==> config.mk <==
export PLATFORM = sky130hd
export DESIGN_NAME = ecu_cfd_queue
export DESIGN_NICKNAME = d
export VERILOG_FILES = /design/src/hdl/ecu_can_frame_decoder_top_macros.svh /design/src/hdl/ecu_cfd_pkg.sv /design/src/hdl/ecu_cfd_queue.sv
export SDC_FILE = /design/constraint.sdc
export NUM_CORES = 1
export LEC_CHECK = 0
export BUFFER_PORTS_ARGS = -buffer_cell sky130_fd_sc_hd__buf_4
export CAP_MARGIN = 20
export CORE_MARGIN = 2
export CORE_UTILIZATION = 35
export CTS_BUF_LIST = sky130_fd_sc_hd__clkbuf_4 sky130_fd_sc_hd__clkbuf_8
export DETAILED_ROUTE_END_ITERATION = 12
export HOLD_SLACK_MARGIN = 0.12
export PLACE_DENSITY = 0.61
export SKIP_LAST_GASP = 1
export SLEW_MARGIN = 10
export SYNTH_ARGS = -nofsm -noshare
export SYNTH_HDL_FRONTEND = slang
export SYNTH_SLANG_ARGS = --single-unit
export TNS_END_PERCENT = 30
==> constraint.sdc <==
create_clock -name aclk -period 5.5 [get_ports aclk]
set_input_delay 1.1 -clock aclk [delete_from_list [all_inputs] [get_ports aclk]]
set_output_delay 1.1 -clock aclk [all_outputs]
set_load 0.02 [all_outputs]
==> src/hdl/ecu_can_frame_decoder_top_macros.svh <==
// Assertion helpers used by the top-level file that checks this block.
`ifndef ECU_CAN_FRAME_DECODER_TOP_MACROS_SVH
`define ECU_CAN_FRAME_DECODER_TOP_MACROS_SVH

// Same-cycle implication, disabled while reset is asserted.
`define ECU_ASSERT_NOW(label, clk, rstn, ante, cons, msg) \
    label: assert property (@(posedge clk) disable iff (!(rstn)) (ante) |-> (cons)) \
        else $error(msg);

// Next-cycle implication, disabled while reset is asserted.
`define ECU_ASSERT_NEXT(label, clk, rstn, ante, cons, msg) \
    label: assert property (@(posedge clk) disable iff (!(rstn)) (ante) |=> (cons)) \
        else $error(msg);

`endif

==> src/hdl/ecu_cfd_pkg.sv <==
package ecu_cfd_pkg;

    localparam int TABLE_DEPTH = 1024;
    localparam int ADDR_W      = $clog2(TABLE_DEPTH);
    localparam int FILL_W      = $clog2(TABLE_DEPTH + 1);
    localparam int TOTAL_W     = 11;

    localparam logic [31:0] ID_SPEED  = 32'h8CFF_F048;
    localparam logic [31:0] ID_PRESS  = 32'h8CFF_F148;
    localparam logic [31:0] ID_ANALOG = 32'h8CFF_F348;
    localparam logic [31:0] ID_TEMP   = 32'h8CFF_F548;

    // Reciprocals scaled by 2^RECIP_SHIFT, rounded up; exact for magnitudes up to 2^16.
    localparam int          RECIP_SHIFT = 26;
    localparam int          RECIP_W     = 27;
    localparam int          PROD_W      = 16 + RECIP_W;
    localparam logic [RECIP_W-1:0] RECIP_1    = RECIP_W'(67108864);
    localparam logic [RECIP_W-1:0] RECIP_10   = RECIP_W'(6710887);
    localparam logic [RECIP_W-1:0] RECIP_100  = RECIP_W'(671089);
    localparam logic [RECIP_W-1:0] RECIP_1000 = RECIP_W'(67109);

    localparam int QUEUE_DEPTH = 2;

    typedef enum logic [2:0] {
        KIND_SPEED   = 3'd0,
        KIND_PRESS   = 3'd1,
        KIND_ANALOG  = 3'd2,
        KIND_TEMP    = 3'd3,
        KIND_UNKNOWN = 3'd4
    } kind_t;

    typedef enum logic [1:0] {
        ST_KNOWN  = 2'd0,
        ST_LISTED = 2'd1,
        ST_ADDED  = 2'd2,
        ST_FULL   = 2'd3
    } id_status_t;

    typedef struct packed {
        kind_t        kind;
        logic [31:0]  frame_id;
        logic [63:0]  payload;
    } frame_t;

    typedef struct packed {
        logic full;
        logic empty;
    } queue_stat_t;

endpackage

==> src/hdl/ecu_cfd_queue.sv <==
module ecu_cfd_queue
    import ecu_cfd_pkg::*;
(
    input  logic        aclk,
    input  logic        aresetn,
    input  logic        push_valid,
    output logic        push_ready,
    input  frame_t      push_frame,
    output logic        pop_valid,
    input  logic        pop_ready,
    output frame_t      pop_frame,
    output queue_stat_t stat
);

    localparam int PTR_W = $clog2(QUEUE_DEPTH);
    localparam int CNT_W = $clog2(QUEUE_DEPTH + 1);

    frame_t             slots_reg [QUEUE_DEPTH];
    logic [PTR_W-1:0]   wr_ptr_reg;
    logic [PTR_W-1:0]   wr_ptr_next;
    logic [PTR_W-1:0]   rd_ptr_reg;
    logic [PTR_W-1:0]   rd_ptr_next;
    logic [CNT_W-1:0]   count_reg;
    logic [CNT_W-1:0]   count_next;
    logic               do_push;
    logic               do_pop;

    assign stat.full  = (count_reg == CNT_W'(QUEUE_DEPTH));
    assign stat.empty = (count_reg == '0);
    assign push_ready = !stat.full;
    assign pop_valid  = !stat.empty;
    assign pop_frame  = slots_reg[rd_ptr_reg];
    assign do_push    = push_valid && push_ready;
    assign do_pop     = pop_valid && pop_ready;

    always_comb begin
        wr_ptr_next = wr_ptr_reg;
        rd_ptr_next = rd_ptr_reg;
        count_next  = count_reg;
        if (do_push) begin
            wr_ptr_next = (wr_ptr_reg == PTR_W'(QUEUE_DEPTH - 1)) ? '0 : wr_ptr_reg + 1'b1;
        end
        if (do_pop) begin
            rd_ptr_next = (rd_ptr_reg == PTR_W'(QUEUE_DEPTH - 1)) ? '0 : rd_ptr_reg + 1'b1;
        end
        if (do_push && !do_pop) begin
            count_next = count_reg + 1'b1;
        end else if (do_pop && !do_push) begin
            count_next = count_reg - 1'b1;
        end
    end

    always_ff @(posedge aclk) begin
        if (!aresetn) begin
            wr_ptr_reg <= '0;
            rd_ptr_reg <= '0;
            count_reg  <= '0;
        end else begin
            wr_ptr_reg <= wr_ptr_next;
            rd_ptr_reg <= rd_ptr_next;
            count_reg  <= count_next;
        end
    end

    always_ff @(posedge aclk) begin
        if (do_push) begin
            slots_reg[wr_ptr_reg] <= push_frame;
        end
    end

endmodule

==> results.cfg <==
[run_status]
outcome = finished clean

[yosys]
synth-main-ff-cell = edfxtp_1
yosysMostFrequentCell = edfxtp_1
syn-mean-instance-area_sq_um = 22.2
netlist.area_leader.share_pct = 80.2
synth_seq_area_share_pct = 81.5
synthTopCellsByCount = edfxtp_1, mux2_2, mux2_4
synth.largest_area_cell = edfxtp_1
post_synth_inst_count = 334
synth.distinct_cells = 23
synth_area_leaders = edfxtp_1, mux2_2, mux2_4
syn_nets = 438
ys.warnings.count = 0
synth-async-reset-ratio_pct = 0
synth-edff-count = 198
synth-seq-cells = 203
syn_area_sq_um = 7410

[power_and_ir_drop]
leakagePower_nw = 3.69
power.internal_mw = 3.29
combPwrFrac_pct = 29.0
power_switching_mw = 1.35
power_mw = 4.64
clkPwrFrac_pct = 26.4
switching_share_pct = 29.1
p_seq_share_pct = 44.7
vdd_drop_max_v = 0.000320
power_density_nw_per_um2 = 469

[sta]
period_needed_ns = 3.79
final_hold_viol_count = 0
fmax_mhz = 264
final_max_slew_viol_count = 0
fin_crit_sh_pct = 68.9
relSlewSlack_pct = 31.7
fin_setup_tns_ns = 0
rsz0062_at_grt = no
tightest_slew_ns = 1.03
setup_violations = 0
fin_skew_ns = 0.0336
setup_slack_ns = 1.71

[clock_network]
cts_tree = yes
clk_pin_slew_ns = 0.07
cts-buffers-inserted = 31
post_cts_buffers = 0
cts_sinks = 203
cts-resized-gates = 0
holdBufCountCts = 0
clock_latency_ns = 0.55
cts_buffer_depth = 3
htree_levels = 1
cts_root_buf = clkbuf_8

[route]
drc_errors = 0
postRouteAntennaNets = 0
vias = 3804
avgRoutedWirePerCell_um = 16.4
wl_mm = 14.2
dr.pass1.iters = 4
dr.first_iter.drc_count = 141
vias_per_cell = 4.40

[min_path]
hold_path.class = reg2reg

[cells_and_area]
antenna_cells = 0
largest_reg_flops = 198
layout-area-overhead-vs-synth_pct = 33.4
fillerInstances = 1790
seq_area_sq_um = 6050
post-route-util_pct = 47.4
drive_gt1_share_pct = 61.6
multi_input_area_sq_um = 1290
fin_cells = 864
layout.nets = 669

[place]
port_buffers = 205
place_congestion = 0.708
hpwl_mm = 9.19
place_ws_ns = 2.27
dp.cells = 807

[floorplanning]
core_area_sq_um = 20900
die_w_um = 150
fp.dieH_um = 150
ioPinCount = 206
placementRows = 53
start_util_pct = 35.5
dieArea_sq_um = 22400

[setup_path]
critPathArrivalTime_ns = 2.69
start_kind = flop
rr_worst_depth = 3
cp.required_ns = 4.40
r2r-start = count_reg[0]
crit_type = reg2out
end_kind = primary output
crit_path_frequent_cell = buf_4
worstPathCellList = buf_4 -> mux2_2 -> buf_4
crit_path_max_fanout = 73
critical_path.endpoint = pop_frame[90]
cpPeakStageDelay_ns = 1.01
cp_slowest_cell = dfxtp_4
worstReg2RegEnd = slots_reg[1][43]
r2r_slack_ns = 3.17

[global_routing]
antenna_found_initial = 0
grt_pass1_vias = 4032
grt_pass1_wl_mm = 20.7
grt_start_max_net_pins = 74
grt_util_all_layers_pct = 11.9
grt-ovfl-total = 0

[flow_run]
cap_violations = 0
[through the flow]
step                      cell area, sq um  hold slack, ns
after floorplan                       7420           0.490
after global placement                9270           0.507
after CTS                             9890           0.578
final                                 9890           0.582
after detailed placement              9270           0.564
after global routing                  9890           0.608
[worst max-delay path, delay by kind of cell, from the launching register on]
family	cells	cell delay (ns)
buffers and inverters	2	0.67
DFF	1	1.01
muxes	1	0.39
[how the worst min path moves through the flow]
| stage | start | endpoint | slack (ns) | depth (start not counted) |
|---|---|---|---|---|
| floorplan | count_reg[1] | count_reg[1] | 0.49 | 2 |
| global placement | count_reg[1] | count_reg[1] | 0.51 | 2 |
| detailed placement | count_reg[1] | count_reg[1] | 0.56 | 2 |
| CTS | count_reg[1] | count_reg[1] | 0.58 | 2 |
| global route | count_reg[1] | count_reg[1] | 0.61 | 2 |
| finish | count_reg[1] | count_reg[1] | 0.58 | 2 |
[cell type report]
cell class,instances,share of cell area [%]
flip-flops and latches,203,61.1
well taps,275,3.48
clock inverters,10,0.658
multi-input cells,117,13.1
repair buffers,209,15.9
inverters,3,0.114
clock buffers,47,5.65
[cells in the final DEF, fill, tap and decap left out, drive strengths merged, types with 2 or more instances in the layout]
cell    count
xnor2       2
clkbuf     47
buf       209
dfxtp       5
o21ai       2
inv         3
and2        3
mux2       99
edfxtp    198
clkinv      9
a21boi      2
[power by group through the flow]
stage / clock [mW] / combinational [mW] / sequential, mW
2_1_floorplan: 0 / 0.894 / 2.03
3_3_place_gp: 0 / 1.35 / 2.10
3_5_place_dp: 0 / 1.36 / 2.11
4_1_cts: 1.27 / 1.37 / 2.08
5_1_grt: 1.33 / 1.42 / 2.10
6_report: 1.22 / 1.34 / 2.07
[kinds of logic after synthesis]
family                   share of synthesized area (%)
flip-flops                                        81.5
multiplexers                                      15.5
buffers and inverters                             1.15
AND/OR/NAND/NOR                                  0.810
AO/OA/AOI/OAI                                    0.439
XOR/XNOR                                         0.354
adder cells (fa/ha/maj)                          0.169
[routing by layer]
metal	share of wire, %	GRT usage, %	up-vias
li1	-	-	1785
met1	39	14.0	1848
met2	50	20.4	143
met3	9.0	4.02	28
met4	2.1	4.10	0
met5	0	0	-
Power figures use the tool's default switching activity.
