<file path="src/hdl/ecu_can_frame_decoder_top_macros.svh">
// Assertion helpers used by the top-level file that checks this block.
`ifndef ECU_CAN_FRAME_DECODER_TOP_MACROS_SVH
`define ECU_CAN_FRAME_DECODER_TOP_MACROS_SVH

// Same-cycle implication, disabled while reset is asserted.
`define ECU_ASSERT_NOW(label, clk, rstn, ante, cons, msg) \
    label: assert property (@(posedge clk) disable iff (!(rstn)) (ante) |-> (cons)) \
        else $error(msg);

// Next-cycle implication, disabled while reset is asserted.
`define ECU_ASSERT_NEXT(label, clk, rstn, ante, cons, msg) \
    label: assert property (@(posedge clk) disable iff (!(rstn)) (ante) |=> (cons)) \
        else $error(msg);

`endif

</file>
<file path="src/hdl/ecu_cfd_pkg.sv">
package ecu_cfd_pkg;

    localparam int TABLE_DEPTH = 1024;
    localparam int ADDR_W      = $clog2(TABLE_DEPTH);
    localparam int FILL_W      = $clog2(TABLE_DEPTH + 1);
    localparam int TOTAL_W     = 11;

    localparam logic [31:0] ID_SPEED  = 32'h8CFF_F048;
    localparam logic [31:0] ID_PRESS  = 32'h8CFF_F148;
    localparam logic [31:0] ID_ANALOG = 32'h8CFF_F348;
    localparam logic [31:0] ID_TEMP   = 32'h8CFF_F548;

    // Reciprocals scaled by 2^RECIP_SHIFT, rounded up; exact for magnitudes up to 2^16.
    localparam int          RECIP_SHIFT = 26;
    localparam int          RECIP_W     = 27;
    localparam int          PROD_W      = 16 + RECIP_W;
    localparam logic [RECIP_W-1:0] RECIP_1    = RECIP_W'(67108864);
    localparam logic [RECIP_W-1:0] RECIP_10   = RECIP_W'(6710887);
    localparam logic [RECIP_W-1:0] RECIP_100  = RECIP_W'(671089);
    localparam logic [RECIP_W-1:0] RECIP_1000 = RECIP_W'(67109);

    localparam int QUEUE_DEPTH = 2;

    typedef enum logic [2:0] {
        KIND_SPEED   = 3'd0,
        KIND_PRESS   = 3'd1,
        KIND_ANALOG  = 3'd2,
        KIND_TEMP    = 3'd3,
        KIND_UNKNOWN = 3'd4
    } kind_t;

    typedef enum logic [1:0] {
        ST_KNOWN  = 2'd0,
        ST_LISTED = 2'd1,
        ST_ADDED  = 2'd2,
        ST_FULL   = 2'd3
    } id_status_t;

    typedef struct packed {
        kind_t        kind;
        logic [31:0]  frame_id;
        logic [63:0]  payload;
    } frame_t;

    typedef struct packed {
        logic full;
        logic empty;
    } queue_stat_t;

endpackage

</file>
<file path="src/hdl/ecu_cfd_front.sv">
module ecu_cfd_front
    import ecu_cfd_pkg::*;
(
    input  logic        aclk,
    input  logic        aresetn,
    input  logic        s_tvalid,
    output logic        s_tready,
    input  logic [95:0] s_tdata,
    output logic        push_valid,
    input  logic        push_ready,
    output frame_t      push_frame
);

    logic   hold_valid_reg;
    logic   hold_valid_next;
    frame_t hold_reg;
    frame_t hold_next;
    kind_t  kind;
    logic   push;

    always_comb begin
        case (s_tdata[31:0])
            ID_SPEED:  kind = KIND_SPEED;
            ID_PRESS:  kind = KIND_PRESS;
            ID_ANALOG: kind = KIND_ANALOG;
            ID_TEMP:   kind = KIND_TEMP;
            default:   kind = KIND_UNKNOWN;
        endcase
    end

    assign push       = hold_valid_reg && push_ready;
    assign s_tready   = !hold_valid_reg || push;
    assign push_valid = hold_valid_reg;
    assign push_frame = hold_reg;

    always_comb begin
        hold_valid_next = hold_valid_reg;
        hold_next       = hold_reg;
        if (push) begin
            hold_valid_next = 1'b0;
        end
        if (s_tvalid && s_tready) begin
            hold_valid_next    = 1'b1;
            hold_next.kind     = kind;
            hold_next.frame_id = s_tdata[31:0];
            hold_next.payload  = s_tdata[95:32];
        end
    end

    always_ff @(posedge aclk) begin
        if (!aresetn) begin
            hold_valid_reg <= 1'b0;
        end else begin
            hold_valid_reg <= hold_valid_next;
        end
    end

    always_ff @(posedge aclk) begin
        hold_reg <= hold_next;
    end

endmodule

</file>
<file path="config.mk">
export PLATFORM = sky130hd
export DESIGN_NAME = ecu_cfd_front
export DESIGN_NICKNAME = d
export VERILOG_FILES = /design/src/hdl/ecu_can_frame_decoder_top_macros.svh /design/src/hdl/ecu_cfd_pkg.sv /design/src/hdl/ecu_cfd_front.sv
export SDC_FILE = /design/constraint.sdc
export NUM_CORES = 1
export LEC_CHECK = 0
export ABC_AREA = 1
export BUFFER_PORTS_ARGS = -buffer_cell sky130_fd_sc_hd__buf_2
export CAP_MARGIN = 5
export CORE_ASPECT_RATIO = 1.1
export CORE_MARGIN = 2
export CORE_UTILIZATION = 45
export CTS_CLUSTER_SIZE = 8
export DETAILED_ROUTE_END_ITERATION = 10
export PLACE_DENSITY = 0.84
export SYNTH_ARGS = -nofsm -noshare
export SYNTH_HDL_FRONTEND = slang
export SYNTH_SLANG_ARGS = --single-unit
</file>
<file path="constraint.sdc">
create_clock -name aclk -period 10.1 [get_ports aclk]
set_clock_uncertainty 0.1 [all_clocks]
set_input_delay 0.505 -clock aclk [delete_from_list [all_inputs] [get_ports aclk]]
set_output_delay 0.505 -clock aclk [all_outputs]
set_load 0.1 [all_outputs]
</file>
==> out/qor.txt, run 1 <==
Synth Cell Area - 3220 sq um
1st-pass router iterations - 4
Sink Count - 100
top sig layer - met4
synth warn - 0
GR Util All Layers - 0.171
Critical R2R Launch - push_valid
Max FO, Critical Path - 99
max_cap viols - 0
floorplan row count - 32
Synth cell types - 15
Syn Inst Count - 150
sequential fraction of the synthesis area - 0.929
post-DP HPWL - 5130 um
R2R setup slack - 8140 ps
placed insts - 436
total core area - 6970 sq um
end of the critical path - push_frame[88]
actual slew at the worst max-slew pin - 1220 ps
# port buffers - 200
vias - 2030
final hold violation count - 0
worst vdd ir - 0.0984 mV
WL met3 - 579 um
metal2 WL - 3660 um
GP Congestion - 0.716
top cell type's share of synthesized area - 0.923
Met1 Wirelength - 2430 um
Tot Pwr - 931 uW
Critical R2R Capture - push_frame[88]
Inserted Clock Buffers - 9
Layout area overhead - 40.2%
Setup Total Neg Slack - 0 ps
commonest non-fill, non-tap cell in the layout - buf_2
Leakage - 0.00197 uW
H-tree levels - 3
Synth Area per Inst - 21.5 sq um
Slew Limit Fails - 0
DP Area - 4350 sq um
vias in the first global route - 2056
Ports - 201
final worst-path cycle share - 0.194
Die Width - 84.7 um
fraction of layout instances using a drive strength above 1 - 0.605
Non-Filler Instances - 452
starting density of the core - 0.462
largest net degree at the start of global routing - 100
1st-iter DRT viols - 89
Fillers - 535
status - finished, final reports clean
Die ar. - 7850 sq um
Clock Pin Slew Worst Setup and Hold Paths - 90 ps
vias per cell - 4.49
WL final - 6750 um
Max Freq - 509 MHz
grt ovf - 0
Mapped Nets - 250
PD cells - 206 nW/um^2
Hold WS - 230 ps
Critical Path Start - push_valid
Inserted Diodes - 0
Yosys top cell by area - edfxtp_1
unrepaired setup endpoints after global routing - false
most frequent cells in the layout - buf_2, edfxtp_1, nand2_1
synthesized flop and latch total - 100
# DRC - 0
top cells by area, synth - edfxtp_1, nand2_1, nor2_1, inv_1, dfxtp_1
worst hold path class - in2reg
Die H - 92.7 um
post-CTS setup buffer count - 0
nets@finish - 462
WL/cell - 14.9 um
Worst-Skew Late Latency - 340 ps
Final Instance Area - 4510 sq um
first-pass GRT wire length - 9970 um
Worst EP arrival - 1820 ps
Resized Gates After CTS - 0
CP Class - reg2reg
final setup fails - 0
Tmin final - 1960 ps
Detail Route Antenna Nets - 0
startpoint types - flip-flop
cts hold-fix bufs - 0
Max-slew headroom - 0.185
CTS tree - built
CP Data Required Time - 9960 ps
antenna violations before repair - 0
root buffer cell - clkbuf_8
FF-to-FF path depth - 2
CTS max path bufs - 2
Crit. End Element - flip-flop
-- registers in the layout (all words and copies together) (netlist names) --
| signal | flops |
|---|---|
| push_frame | 99 |
| push_valid | 1 |
-- worst min-delay path by stage --
stage / start / endpoint / slack (ps) / cells after the start
after global routing: s_tdata[67] / push_frame[35] / 190 / 1
after detailed placement: push_valid / push_valid / 440 / 2
final: s_tdata[41] / push_frame[9] / 230 / 1
after global placement: push_valid / push_valid / 420 / 2
after CTS: s_tdata[57] / push_frame[25] / 210 / 1
after floorplan: s_tdata[32] / push_frame[0] / 500 / 0
-- area by class of cell --
class	instances	area [sq um]	area share
flip-flops and latches	100	2990	0.663
well taps	85	106	0.0236
repair buffers	201	1010	0.223
multi-input cells	40	201	0.0446
inverters	10	37.5	0.00831
clock buffers	9	124	0.0274
clock inverters	7	43.8	0.00970
-- power breakdown --
| group | total [uW] | internal (uW) | switching [uW] |
|---|---|---|---|
| sequential | 490 | 485 | 5.57 |
| clock | 216 | 88.3 | 127 |
| combinational | 225 | 30.0 | 195 |
-- critical path: stages, from the launching register on --
cell and delay (ps):
dfxtp_1 350, a21oi_4 140, buf_4 880
-- metal layers --
| metal | global-route usage | up-vias |
|---|---|---|
| met3 | 0.0570 | 8 |
| met4 | 0.0714 | 0 |
| li1 | - | 981 |
| met1 | 0.195 | 942 |
| met5 | 0 | - |
| met2 | 0.295 | 99 |
-- kinds of logic after synthesis --
kind of cell | count (synthesis) | synth area share
flip-flops | 100 | 0.929
AND/OR/NAND/NOR | 37 | 0.0528
buffers and inverters | 10 | 0.0117
AO/OA/AOI/OAI | 3 | 0.00622
-- Yosys cell counts --
master and count:
nor2_4 1, and2_2 1, nor2_2 2, nand4_1 1, nand2_2 1, dfxtp_1 1, o211ai_1 1, edfxtp_1 99
a21oi_1 1, nand2_1 15, a21boi_0 1, nor2_1 12, nand3_1 2, nand3b_1 2, inv_1 10
-- through the flow --
stage | util | worst slack (ps)
3_5_place_dp | 0.624 | 7880
6_report | 0.648 | 8140
4_1_cts | 0.648 | 8170
5_1_grt | 0.648 | 8030
3_3_place_gp | 0.624 | 7960
2_1_floorplan | - | 3800
No activity file was read; power rests on OpenSTA's default activity.
==> run 2, diff against run 1 <==
--- a/config.mk
+++ b/config.mk
@@ -10,10 +10,10 @@
 export CAP_MARGIN = 5
 export CORE_ASPECT_RATIO = 1.1
 export CORE_MARGIN = 2
-export CORE_UTILIZATION = 45
+export CORE_UTILIZATION = 38
 export CTS_CLUSTER_SIZE = 8
 export DETAILED_ROUTE_END_ITERATION = 10
-export PLACE_DENSITY = 0.84
+export PLACE_DENSITY = 0.75
 export SYNTH_ARGS = -nofsm -noshare
 export SYNTH_HDL_FRONTEND = slang
 export SYNTH_SLANG_ARGS = --single-unit
==> constraint.sdc (replaced) <==
create_clock -name aclk -period 1.8 [get_ports aclk]
set_clock_uncertainty 0.1 [all_clocks]
set_input_delay 0.09 -clock aclk [delete_from_list [all_inputs] [get_ports aclk]]
set_output_delay 0.09 -clock aclk [all_outputs]
set_load 0.1 [all_outputs]
==> out/qor.txt, run 2 (synthesis gave the netlist of run 1 again) <==
status - finished, final reports clean
cts hold-fix bufs - 98 (+98)
Max FO, Critical Path - 3 (-97%)
R2R setup slack - 520 ps (-7620 ps)
fraction of layout instances using a drive strength above 1 - 0.481 (-0.124)
Met1 Wirelength - 2850 um (+18%)
antenna violations before repair - 0 (unchanged)
FF/Latch Area - 3000 sq um (+0.13%)
Sink Count - 100 (unchanged)
Crit. End Element - output pin
Cell Chain, Critical Path - nand2_1 -> buf_2
post-CTS setup buffer count - 0 (unchanged)
Fillers - 605 (+13%)
worst hold path class - in2reg
startpoint types - flip-flop
Detail Route Antenna Nets - 0 (unchanged)
commonest non-fill, non-tap cell in the layout - buf_2
root buffer cell - clkbuf_8
max_cap viols - 0 (unchanged)
total core area - 8320 sq um (+19%)
actual slew at the worst max-slew pin - 536 ps (-686 ps)
vias - 2489 (+23%)
vias in the first global route - 2683 (+30%)
unrepaired setup endpoints after global routing - false
metal2 WL - 5090 um (+39%)
# DRC - 0 (unchanged)
top sig layer - met4
Critical R2R Launch - push_valid
Crit path largest cell delay - 420 ps (-460 ps)
Worst EP arrival - 1210 ps (-610 ps)
Die H - 101 um (+8.4%)
H-tree levels - 3 (unchanged)
Critical R2R Capture - push_frame[33]
final setup fails - 0 (unchanged)
Die ar. - 9230 sq um (+18%)
Clock Pin Slew Worst Setup and Hold Paths - 90 ps (about the same)
Max Freq - 714 MHz
Resized Gates After CTS - 0 (unchanged)
grt ovf - 0 (unchanged)
nets@finish - 561 (+21%)
Slowest cell on crit path - buf_2
Tmin final - 1400 ps
multi-input logic area - 201 sq um (unchanged)
WL/cell - 14.9 um (-0.21%)
max reg flops - 99 (unchanged)
1st-iter DRT viols - 106 (+19%)
first-pass GRT wire length - 12800 um (+29%)
Hold Path Sink - push_frame[91]
largest net degree at the start of global routing - 52 (-48%)
GR Util All Layers - 0.185 (+0.0137)
Die Width - 91.8 um (+8.4%)
CTS tree - built
WL met3 - 513 um (-11%)
CP Data Required Time - 1610 ps (-8350 ps)
post-DP HPWL - 5380 um (+4.8%)
final worst-path cycle share - 0.779
# port buffers - 200 (unchanged)
Hold Crit Start - s_tvalid
FF-to-FF path depth - 2 (unchanged)
Layout area overhead - 73.5%
Tot Pwr - 5580 uW (+500%)
starting density of the core - 0.387 (-0.0752)
placed insts - 463 (+6.2%)
Slew Limit Fails - 0 (unchanged)
hold depth - 4 (+3)
PD cells - 998 nW/um^2 (+380%)
floorplan row count - 35 (+9.4%)
CTS max path bufs - 2 (unchanged)
1st-pass router iterations - 4 (unchanged)
most frequent cells in the layout - buf_2, edfxtp_1, dlygate4sd3_1
Max-slew headroom - 0.645 (+0.460)
Inserted Diodes - 0 (unchanged)
Worst-Skew Late Latency - 350 ps (about the same)
vias per cell - 4.31 (-4.0%)
GP Congestion - 0.708 (-1.2%)
final hold violation count - 0 (unchanged)
WL final - 8600 um (+27%)
Ports - 201 (unchanged)
worst vdd ir - 0.540 mV (+450%)
Inserted Clock Buffers - 9 (unchanged)
CP Class - reg2out
Leakage - 0.00240 uW (+22%)
Non-Filler Instances - 577 (+28%)
==> run 2: cell type report <==
type,instances,area share
timing repair buffer,300,0.362
sequential,100,0.536
clock buffer,10,0.0228
multi-input combinational,40,0.0361
inverter,10,0.00672
clock inverter,6,0.0114
tap,111,0.0249
==> run 2: power by group <==
part | total [uW] | internal [uW] | switching [uW]
registers | 2750 | 2720 | 33.4
logic | 1460 | 318 | 1140
clock network | 1370 | 643 | 727
==> run 2: stage by stage <==
stage	hold WS (ps)	area (sq um)	setup WS, ps	TNS [ps]	util
after floorplan	88.9	3240	-890	-88120	-
after global placement	167	4420	548	0	0.531
after detailed placement	168	4420	532	0	0.531
after CTS	249	5590	372	0	0.672
after global routing	283	5590	344	0	0.672
final	263	5590	399	0	0.672
==> run 2: worst max path at each step <==
stage | startpoint | endpoint | slack [ps] | depth (start not counted)
2_1_floorplan | push_valid | push_frame[0] | -890 | 1
3_3_place_gp | push_valid | push_frame[33] | 550 | 2
3_5_place_dp | push_valid | push_frame[3] | 530 | 2
4_1_cts | push_valid | s_tready | 370 | 2
5_1_grt | push_valid | s_tready | 340 | 2
6_report | push_valid | s_tready | 400 | 2
==> run 2: worst max-delay path, delay by kind of cell (launching register included) <==
family / cells / cell delay, ps
buffers and inverters: 1 / 420
DFF: 1 / 360
and+or+nand+nor: 1 / 70
==> run 2: routing by layer <==
metal,global-route usage,up-vias
li1,-,1178
met1,0.177,1187
met2,0.372,112
met3,0.0449,12
met5,0,-
met4,0.0746,0
==> run 3, diff against run 2 <==
--- a/config.mk
+++ b/config.mk
@@ -10,10 +10,10 @@
 export CAP_MARGIN = 5
 export CORE_ASPECT_RATIO = 1.1
 export CORE_MARGIN = 2
-export CORE_UTILIZATION = 38
+export CORE_UTILIZATION = 42
 export CTS_CLUSTER_SIZE = 8
 export DETAILED_ROUTE_END_ITERATION = 10
-export PLACE_DENSITY = 0.75
+export PLACE_DENSITY = 0.79
 export SYNTH_ARGS = -nofsm -noshare
 export SYNTH_HDL_FRONTEND = slang
 export SYNTH_SLANG_ARGS = --single-unit
==> constraint.sdc (replaced) <==
create_clock -name aclk -period 1.4 [get_ports aclk]
set_clock_uncertainty 0.1 [all_clocks]
set_input_delay 0.07 -clock aclk [delete_from_list [all_inputs] [get_ports aclk]]
set_output_delay 0.07 -clock aclk [all_outputs]
set_load 0.1 [all_outputs]
==> out/qor.txt, run 3 (synthesis gave the netlist of run 1 again) <==
status - finished, final reports clean
internal power - 4730 uW (+29%)
Ports - 201 (unchanged)
Crit. End Element - output pin
switching share of power - 0.341 (+0.000360)
max reg flops - 99 (unchanged)
1st-pass router iterations - 4 (unchanged)
Hold WS - 240 ps (-22.2 ps)
Die Width - 87.5 um (-4.7%)
WL final - 8740 um (+1.7%)
Max FO, Critical Path - 1 (-2)
nets@finish - 561 (unchanged)
CTS tree - built
post-DP HPWL - 5220 um (-3.0%)
Max-slew headroom - 0.659 (+0.0137)
Sink Count - 100 (unchanged)
Layout area overhead - 72.6%
unrepaired setup endpoints after global routing - false
worst vdd ir - 0.945 mV (+75%)
1st-iter DRT viols - 70 (-34%)
GP Congestion - 0.715 (+0.97%)
Clock Pin Slew Worst Setup and Hold Paths - 100 ps (about the same)
GR Util All Layers - 0.205 (+0.0203)
Worst-Skew Late Latency - 340 ps (about the same)
CTS max path bufs - 2 (unchanged)
startpoint types - flip-flop
Max Freq - 752 MHz
PD cells - 1290 nW/um^2 (+29%)
Slew Limit Fails - 0 (unchanged)
vias per cell - 4.49 (+4.0%)
Inserted Clock Buffers - 9 (unchanged)
most frequent cells in the layout - buf_2, edfxtp_1, dlygate4sd3_1
Tot Pwr - 7180 uW (+29%)
vias in the first global route - 2610 (-2.7%)
clock network power share - 0.246 (about the same)
first-pass GRT wire length - 12400 um (-2.9%)
vias - 2481 (-0.32%)
actual slew at the worst max-slew pin - 516 ps (-20.7 ps)
Sequential Power Share - 0.493 (about the same)
grt ovf - 0 (unchanged)
antenna violations before repair - 0 (unchanged)
Crit path largest cell delay - 430 ps (about the same)
Inserted Diodes - 0 (unchanged)
final hold violation count - 0 (unchanged)
Leakage - 0.00241 uW (+0.14%)
# port buffers - 200 (unchanged)
largest net degree at the start of global routing - 55 (+5.8%)
# DRC - 0 (unchanged)
CP Class - reg2out
Cell Chain, Critical Path - buf_2
final worst-path cycle share - 0.950
max_cap viols - 0 (unchanged)
Crit path max-delay family - buffers and inverters
Buf+Inv Stages, Crit Path - 1 (unchanged)
worst hold path class - in2reg
starting density of the core - 0.433 (+0.0463)
WL/cell - 15.8 um (+6.1%)
floorplan row count - 33 (-5.7%)
Tmin final - 1330 ps
root buffer cell - clkbuf_8
commonest non-fill, non-tap cell in the layout - buf_2
post-CTS setup buffer count - 0 (unchanged)
H-tree levels - 3 (unchanged)
fraction of layout instances using a drive strength above 1 - 0.479 (-0.00215)
Worst EP arrival - 1160 ps (-50 ps)
final setup fails - 0 (unchanged)
combinational power share - 0.261 (about the same)
Slowest cell on crit path - buf_2
switching power - 2450 uW (+29%)
CP Data Required Time - 1230 ps (-380 ps)
total core area - 7430 sq um (-11%)
Die ar. - 8390 sq um (-9.1%)
Detail Route Antenna Nets - 0 (unchanged)
Die H - 95.8 um (-4.7%)
## run 3: cell types whose count changed in the layout (fill, tap and decap cells not counted)
cell | before | now
clkinv_2 | 2 | 1
clkinv_4 | 0 | 1
clkbuf_4 | 0 | 1
clkinv_1 | 0 | 1
clkinvlp_4 | 2 | 1
buf_2 | 200 | 199
## run 3: worst register-to-register path, delay by kind of cell (launching register included)
family	cells	cell delay, ps
and+or+nand+nor	1	60
AOI/OAI and AO/OA	1	140
DFF	1	370
buffers and inverters	1	560
## run 3: worst paths after layout
check | startpoint | end | slack, ps | cells after the start
setup / recovery | push_frame[50] | push_frame[50] | 70 | 1
hold / removal | s_tvalid | push_frame[84] | 240 | 4
setup reg to reg | push_valid | push_valid | 110 | 3
hold reg to reg | push_valid | push_frame[84] | 710 | 2
## run 3: repair_timing
action / in CTS / in global routing
hold endpoints to repair: 97 / 0
hold buffers: 98 / 0
endpoints found under the setup margin: 0 / 1
resized for setup: 0 / 1
## run 3: through the flow
step | std cells | setup WS [ps] | TNS (ps) | instance area, sq um | utilization
floorplan | 150 | -1290 | -127990 | 3240 | -
global placement | 439 | 144 | 0 | 4390 | 0.590
detailed placement | 439 | 126 | 0 | 4390 | 0.590
CTS | 553 | 6.64 | 0 | 5560 | 0.748
global route | 553 | 13.6 | 0 | 5560 | 0.748
finish | 553 | 69.5 | 0 | 5560 | 0.748
## run 3: power groups by stage
stage	Clock, uW	Sequential (uW)	Combinational, uW
2_1_floorplan	0	4830	89.5
5_1_grt	1900	3550	1930
3_3_place_gp	0	3600	1640
6_report	1770	3540	1870
4_1_cts	1800	3530	1870
3_5_place_dp	0	3600	1650
## run 3: metal layers
| metal | vias up | wire length, um | GRT usage |
|---|---|---|---|
| li1 | 1178 | - | - |
| met2 | 105 | 5180 | 0.410 |
| met3 | 12 | 588 | 0.0660 |
| met5 | - | 0 | 0 |
| met1 | 1186 | 2830 | 0.188 |
| met4 | 0 | 150 | 0.0744 |
## run 3: layout make-up
class | count | area [sq um]
Timing Repair Buffer | 300 | 2020
Tap cell | 87 | 109
Fill cell | 461 | 1870
Inverter | 10 | 37.5
Sequential cell | 100 | 3000
Clock inverter | 6 | 63.8
Clock buffer | 10 | 128
Multi-Input combinational cell | 40 | 201
